===== src/design/crce_pkg.sv =====
// shared types and constants for the controller replay command engine
// no dependencies
package crce_pkg;

  typedef enum logic [1:0] {
    MODE_PLAY = 2'd0,
    MODE_REC  = 2'd1,
    MODE_IMM  = 2'd2,
    MODE_STOP = 2'd3
  } mode_t;

  typedef enum logic [2:0] {
    RK_HOST  = 3'd0,
    RK_QFILL = 3'd1,
    RK_RFILL = 3'd2,
    RK_ENTRY = 3'd3,
    RK_END   = 3'd4
  } rkind_t;

  typedef enum logic [3:0] {
    CMD_NONE, CMD_Q, CMD_I, CMD_MREC, CMD_MSTOP, CMD_GQF, CMD_GRF, CMD_SR0, CMD_SRC
  } cmd_t;

  typedef struct packed {
    logic [7:0]  ry;
    logic [7:0]  rx;
    logic [7:0]  ly;
    logic [7:0]  lx;
    logic [7:0]  hat;
    logic [15:0] buttons;
  } report_t;

  localparam report_t NEUTRAL = '{ry: 8'd128, rx: 8'd128, ly: 8'd128, lx: 8'd128,
                                   hat: 8'd8, buttons: 16'd0};

  localparam logic [7:0] CH_CR = 8'h0D;
  localparam logic [7:0] CH_LF = 8'h0A;

  typedef enum logic [2:0] {
    ST_IDLE, ST_DECODE, ST_RD, ST_RDWAIT, ST_EMIT, ST_END, ST_TICK
  } state_t;

  // controller -> datapath commands
  typedef struct packed {
    logic ld_item;     // latch a new input item
    logic do_exec;     // apply decoded line command / store byte
    logic do_tick;     // apply tick update
    logic rd_issue;    // issue a record read at readout position
    logic rd_adv;      // advance readout position
    logic set_pos0;    // clear readout position
    logic out_load;    // load output register
    rkind_t out_kind;
    logic out_last;
  } ctl_t;

  // datapath -> controller status
  typedef struct packed {
    logic   is_tick;
    logic   is_eol;
    cmd_t   cmd;
    logic   rd_more;   // entries left to read
    logic   out_busy;  // output register holds an item that is not being taken
  } sts_t;

  function automatic logic [4:0] hexval(input logic [7:0] c);
    if (c >= 8'h30 && c <= 8'h39) return {1'b0, c[3:0]};
    if (c >= 8'h41 && c <= 8'h46) return {1'b0, c[3:0] + 4'd9};
    return 5'h10;
  endfunction

endpackage


===== src/design/crce_ctrl.sv =====
// sequencing state machine for the command engine
// depends on crce_pkg
module crce_ctrl #(
  parameter int READOUT_BURST = 30
) (
  input  logic            clk,
  input  logic            rst_n,
  input  logic            in_tvalid,
  output logic            in_tready,
  input  crce_pkg::sts_t  sts,
  output crce_pkg::ctl_t  ctl
);
  import crce_pkg::*;

  localparam int BW = $clog2(READOUT_BURST + 1);

  state_t st_r, st_nxt;
  logic [BW-1:0] cnt_r, cnt_nxt;

  always_ff @(posedge clk) begin
    if (!rst_n) begin
      st_r  <= ST_IDLE;
      cnt_r <= '0;
    end else begin
      st_r  <= st_nxt;
      cnt_r <= cnt_nxt;
    end
  end

  always_comb begin
    st_nxt = st_r;
    cnt_nxt = cnt_r;
    ctl = '0;
    ctl.out_kind = RK_HOST;
    in_tready = 1'b0;
    unique case (st_r)
      ST_IDLE: begin
        in_tready = 1'b1;
        if (in_tvalid) begin
          ctl.ld_item = 1'b1;
          st_nxt = ST_DECODE;
        end
      end
      ST_DECODE: begin
        if (sts.is_tick) begin
          st_nxt = ST_TICK;
        end else if (!sts.is_eol) begin
          ctl.do_exec = 1'b1;
          st_nxt = ST_IDLE;
        end else begin
          priority case (sts.cmd)
            CMD_GQF: if (!sts.out_busy) begin
              ctl.out_load = 1'b1; ctl.out_kind = RK_QFILL; ctl.out_last = 1'b1;
              st_nxt = ST_IDLE;
            end
            CMD_GRF: if (!sts.out_busy) begin
              ctl.out_load = 1'b1; ctl.out_kind = RK_RFILL; ctl.out_last = 1'b1;
              st_nxt = ST_IDLE;
            end
            CMD_SR0, CMD_SRC: begin
              ctl.set_pos0 = (sts.cmd == CMD_SR0);
              cnt_nxt = '0;
              st_nxt = ST_RD;
            end
            default: begin
              ctl.do_exec = 1'b1;
              st_nxt = ST_IDLE;
            end
          endcase
        end
      end
      ST_RD: begin
        if (sts.rd_more && cnt_r != BW'(READOUT_BURST)) begin
          ctl.rd_issue = 1'b1;
          st_nxt = ST_RDWAIT;
        end else begin
          st_nxt = ST_END;
        end
      end
      ST_RDWAIT: st_nxt = ST_EMIT;
      ST_EMIT: if (!sts.out_busy) begin
        ctl.out_load = 1'b1; ctl.out_kind = RK_ENTRY;
        ctl.rd_adv = 1'b1;
        cnt_nxt = cnt_r + 1'b1;
        st_nxt = ST_RD;
      end
      ST_END: if (!sts.out_busy) begin
        ctl.out_load = 1'b1; ctl.out_kind = RK_END; ctl.out_last = 1'b1;
        st_nxt = ST_IDLE;
      end
      ST_TICK: if (!sts.out_busy) begin
        ctl.do_tick = 1'b1;
        ctl.out_load = 1'b1; ctl.out_kind = RK_HOST; ctl.out_last = 1'b1;
        st_nxt = ST_IDLE;
      end
      default: st_nxt = ST_IDLE;
    endcase
  end
endmodule


===== config.mk =====
export PLATFORM = sky130hd
export DESIGN_NAME = crce_ctrl
export DESIGN_NICKNAME = d
export VERILOG_FILES = /design/src/design/crce_pkg.sv /design/src/design/crce_ctrl.sv
export SDC_FILE = /design/constraint.sdc
export NUM_CORES = 1
export LEC_CHECK = 0
export BUFFER_PORTS_ARGS = -buffer_cell sky130_fd_sc_hd__buf_2
export CAP_MARGIN = 20
export CORE_AREA = 4 4 41 43
export CTS_BUF_LIST = sky130_fd_sc_hd__clkbuf_2 sky130_fd_sc_hd__clkbuf_4 sky130_fd_sc_hd__clkbuf_8
export CTS_CLUSTER_DIAMETER = 120
export DETAILED_ROUTE_END_ITERATION = 6
export DIE_AREA = 0 0 45 47
export GPL_ROUTABILITY_DRIVEN = 0
export GPL_TIMING_DRIVEN = 1
export PLACE_DENSITY_LB_ADDON = 0.2
export SYNTH_ARGS = -nofsm -noshare
export SYNTH_HDL_FRONTEND = slang
export SYNTH_SLANG_ARGS = --single-unit
export TNS_END_PERCENT = 20

===== constraint.sdc =====
create_clock -name clk -period 3.15 [get_ports clk]
set_input_delay 0.315 -clock clk [delete_from_list [all_inputs] [get_ports clk]]
set_output_delay 0.315 -clock clk [all_outputs]
set_load 0.005 [all_outputs]

==> results.py <==
metrics = {
    "run_status": {
        "status": "finished, final reports clean",
    },
    "cts": {
        "path_clk_slew_ns": 0.05,
        "cts_resized": 0,
        "cts_root_buf": "clkbuf_4",
        "cts-hold-fix-buffers": 0,
        "h-tree-depth": 1,
        "tritoncts": "built",
        "clk_path_buf_depth": 2,
        "clock_sinks": 8,
        "clk_latency_ns": 0.26,
        "numCtsBuffers": 3,
        "cts_setup_buffers": 0,
    },
    "layout": {
        "mostFrequentLayoutCell": "buf_2",
        "utilization": 0.592,
        "diodes": 0,
        "drive_gt1_frac": 0.275,
        "syn2layout_area_growth_pct": 20.5,
        "fin_nets": 117,
        "layout_common_cells": "buf_2, dfxtp_1, inv_1",
        "instances_no_fill": 117,
    },
    "grt": {
        "grt_overflow": 0,
        "grt_pass1_vias": 605,
        "grt_max_degree": 16,
        "grt_pass1_wl_um": 2580,
        "track_usage": 0.170,
        "antenna_found_initial": 0,
    },
    "power_and_ir_drop": {
        "ir_worst_vdd_v": 0.000175,
        "p_per_area_nw_per_um2": 328,
        "design_power_total_uw": 253,
        "p_leak_uw": 0.000329,
    },
    "synth": {
        "syn_inst": 82,
        "ys_seq_area_frac": 0.250,
        "synth_xor_area_frac": 0.0411,
        "synth_edf_count": 0,
        "synth_area_leaders": "dfxtp_1, a211oi_1, inv_1",
        "netlist_area_um2": 639,
        "synthDominantCellAreaShare": 0.250,
        "synth_mux_area_frac": 0,
        "synth_seq_cells": 8,
        "yosys.area.top_type": "dfxtp_1",
        "synthFlopType": "dfxtp_1",
        "synth-async-reset-ratio": 0,
        "synth-compound-area-share": 0.264,
        "ys_types": 35,
        "synth_top_family_by_area": "simple AND/OR/NAND/NOR gates",
        "synthSimpleGateAreaFrac": 0.333,
        "avgSynthCellArea_um2": 7.80,
        "yosysWarnings": 0,
        "synth_fp_nets": 95,
        "synth_adder_area_share": 0.0391,
    },
    "die": {
        "initial_core_util": 0.491,
        "io_pins": 23,
        "dieArea_um2": 2120,
        "die_height_um": 47,
        "core_area_um2": 1300,
        "fp.dieW_um": 45,
        "fp-row-count": 13,
    },
    "route": {
        "drtIter0Drc": 6,
        "drc": 0,
        "drt-wirelength-per-cell_um": 13.5,
        "wirelength_um": 1580,
        "vias_per_cell": 5.78,
        "drt-pass1-iter-count": 4,
        "ant_nets": 0,
        "vias": 676,
    },
    "place": {
        "dp.final_hpwl_um": 1150,
        "numPortBuffers": 22,
        "placedCellCount": 114,
    },
    "timing": {
        "maxSlewHeadroom": 0.557,
        "finalSetupViolations": 0,
        "clock_skew_ns": 0.00571,
        "worst_slew_pin_slew_ns": 0.660,
        "setup-tns-final_ns": 0,
        "slew_viol_final": 0,
        "grt_setup_unrepaired": "false",
        "clock.fmax_mhz": 444,
        "period_needed_ns": 2.25,
        "hold_violations": 0,
        "fin_crit_sh": 0.716,
    },
    "critical_path": {
        "worst_path_largest_cell_delay_ns": 0.48,
        "critPathKind": "reg -> out",
        "critPathLaunchType": "flop",
        "critPathBufInv": 1,
        "end_kind": "output pin",
        "slowest_stage": "or3_1",
        "crit_arrival_ns": 1.94,
        "cp_max_fo": 15,
        "path_cells": "nand4bb_1 -> or3_1 -> o41ai_1 -> buf_2",
        "required_ns": 2.83,
        "crit_family": "simple AND/OR/NAND/NOR gates",
    },
    "hold_path": {
        "hold_class": "in -> reg",
    },
    "job": {
        "cap_violations": 0,
    },
}
-- final cells by class --
type,instances,area (um2)
Multi-Input combinational cell,62,433
Clock buffer,3,22.5
Tap cell,15,18.8
Fill cell,135,531
Sequential cell,8,160
Inverter,7,26.3
Timing Repair Buffer,22,110
-- kinds of logic (layout without fill, tap and decap cells) --
family | Yosys count | count (layout)
AO/OA/AOI/OAI | 23 | 23
XOR/XNOR | 3 | 3
adder cells (fa/ha/maj) | 2 | 2
buffers and inverters | 12 | 32
flip-flops | 8 | 8
AND/OR/NAND/NOR | 34 | 34
-- report_power, final --
group          internal [uW]  switching, uW  total, uW
clock network           43.9           38.9       82.8
logic                   26.7           27.5       54.2
registers                105           10.5        116
-- cells in the mapped netlist, drive strengths merged (3+ instances only) --
library cell / n
o31ai: 3
inv: 7
a211oi: 4
o21ai: 4
o32ai: 3
dfxtp: 8
nand3: 4
nand2b: 3
nand2: 6
or3: 4
nor3: 3
clkbuf: 4
-- worst reg2reg max path: stages, from the launching register on --
cell and delay [ns]:
dfxtp_1 0.54, or4b_4 0.61, or3_1 0.38, a211oi_1 0.29
-- flip-flops by register name (all words and copies together), names as in the netlist --
signal and cells:
cnt_r 5, st_r 3
-- final timing paths --
check	start	to	slack (ns)	depth (start not counted)
worst min register to register	cnt_r[0]	cnt_r[0]	0.52	2
worst max-delay path	st_r[1]	ctl[2]	0.90	4
worst min-delay path	rst_n	st_r[1]	0.35	2
worst max register to register	st_r[2]	cnt_r[3]	1.24	3
-- stage by stage --
step                hold WS, ns  setup slack, ns  cell area [um2]
floorplan                 0.443             1.53              639
global placement          0.484             1.18              748
detailed placement        0.500             1.16              748
CTS                       0.342            0.884              771
global route              0.368            0.770              771
finish                    0.352            0.896              771
-- per-layer routing --
layer  up-vias  global-route usage  wire length [um]
li1        356                   -                 -
met1       295               0.217               770
met2        23               0.254               669
met3         2              0.0613               128
met4         0              0.0819                11
met5         -                   0                 0
(Power assumes the default switching activity.)
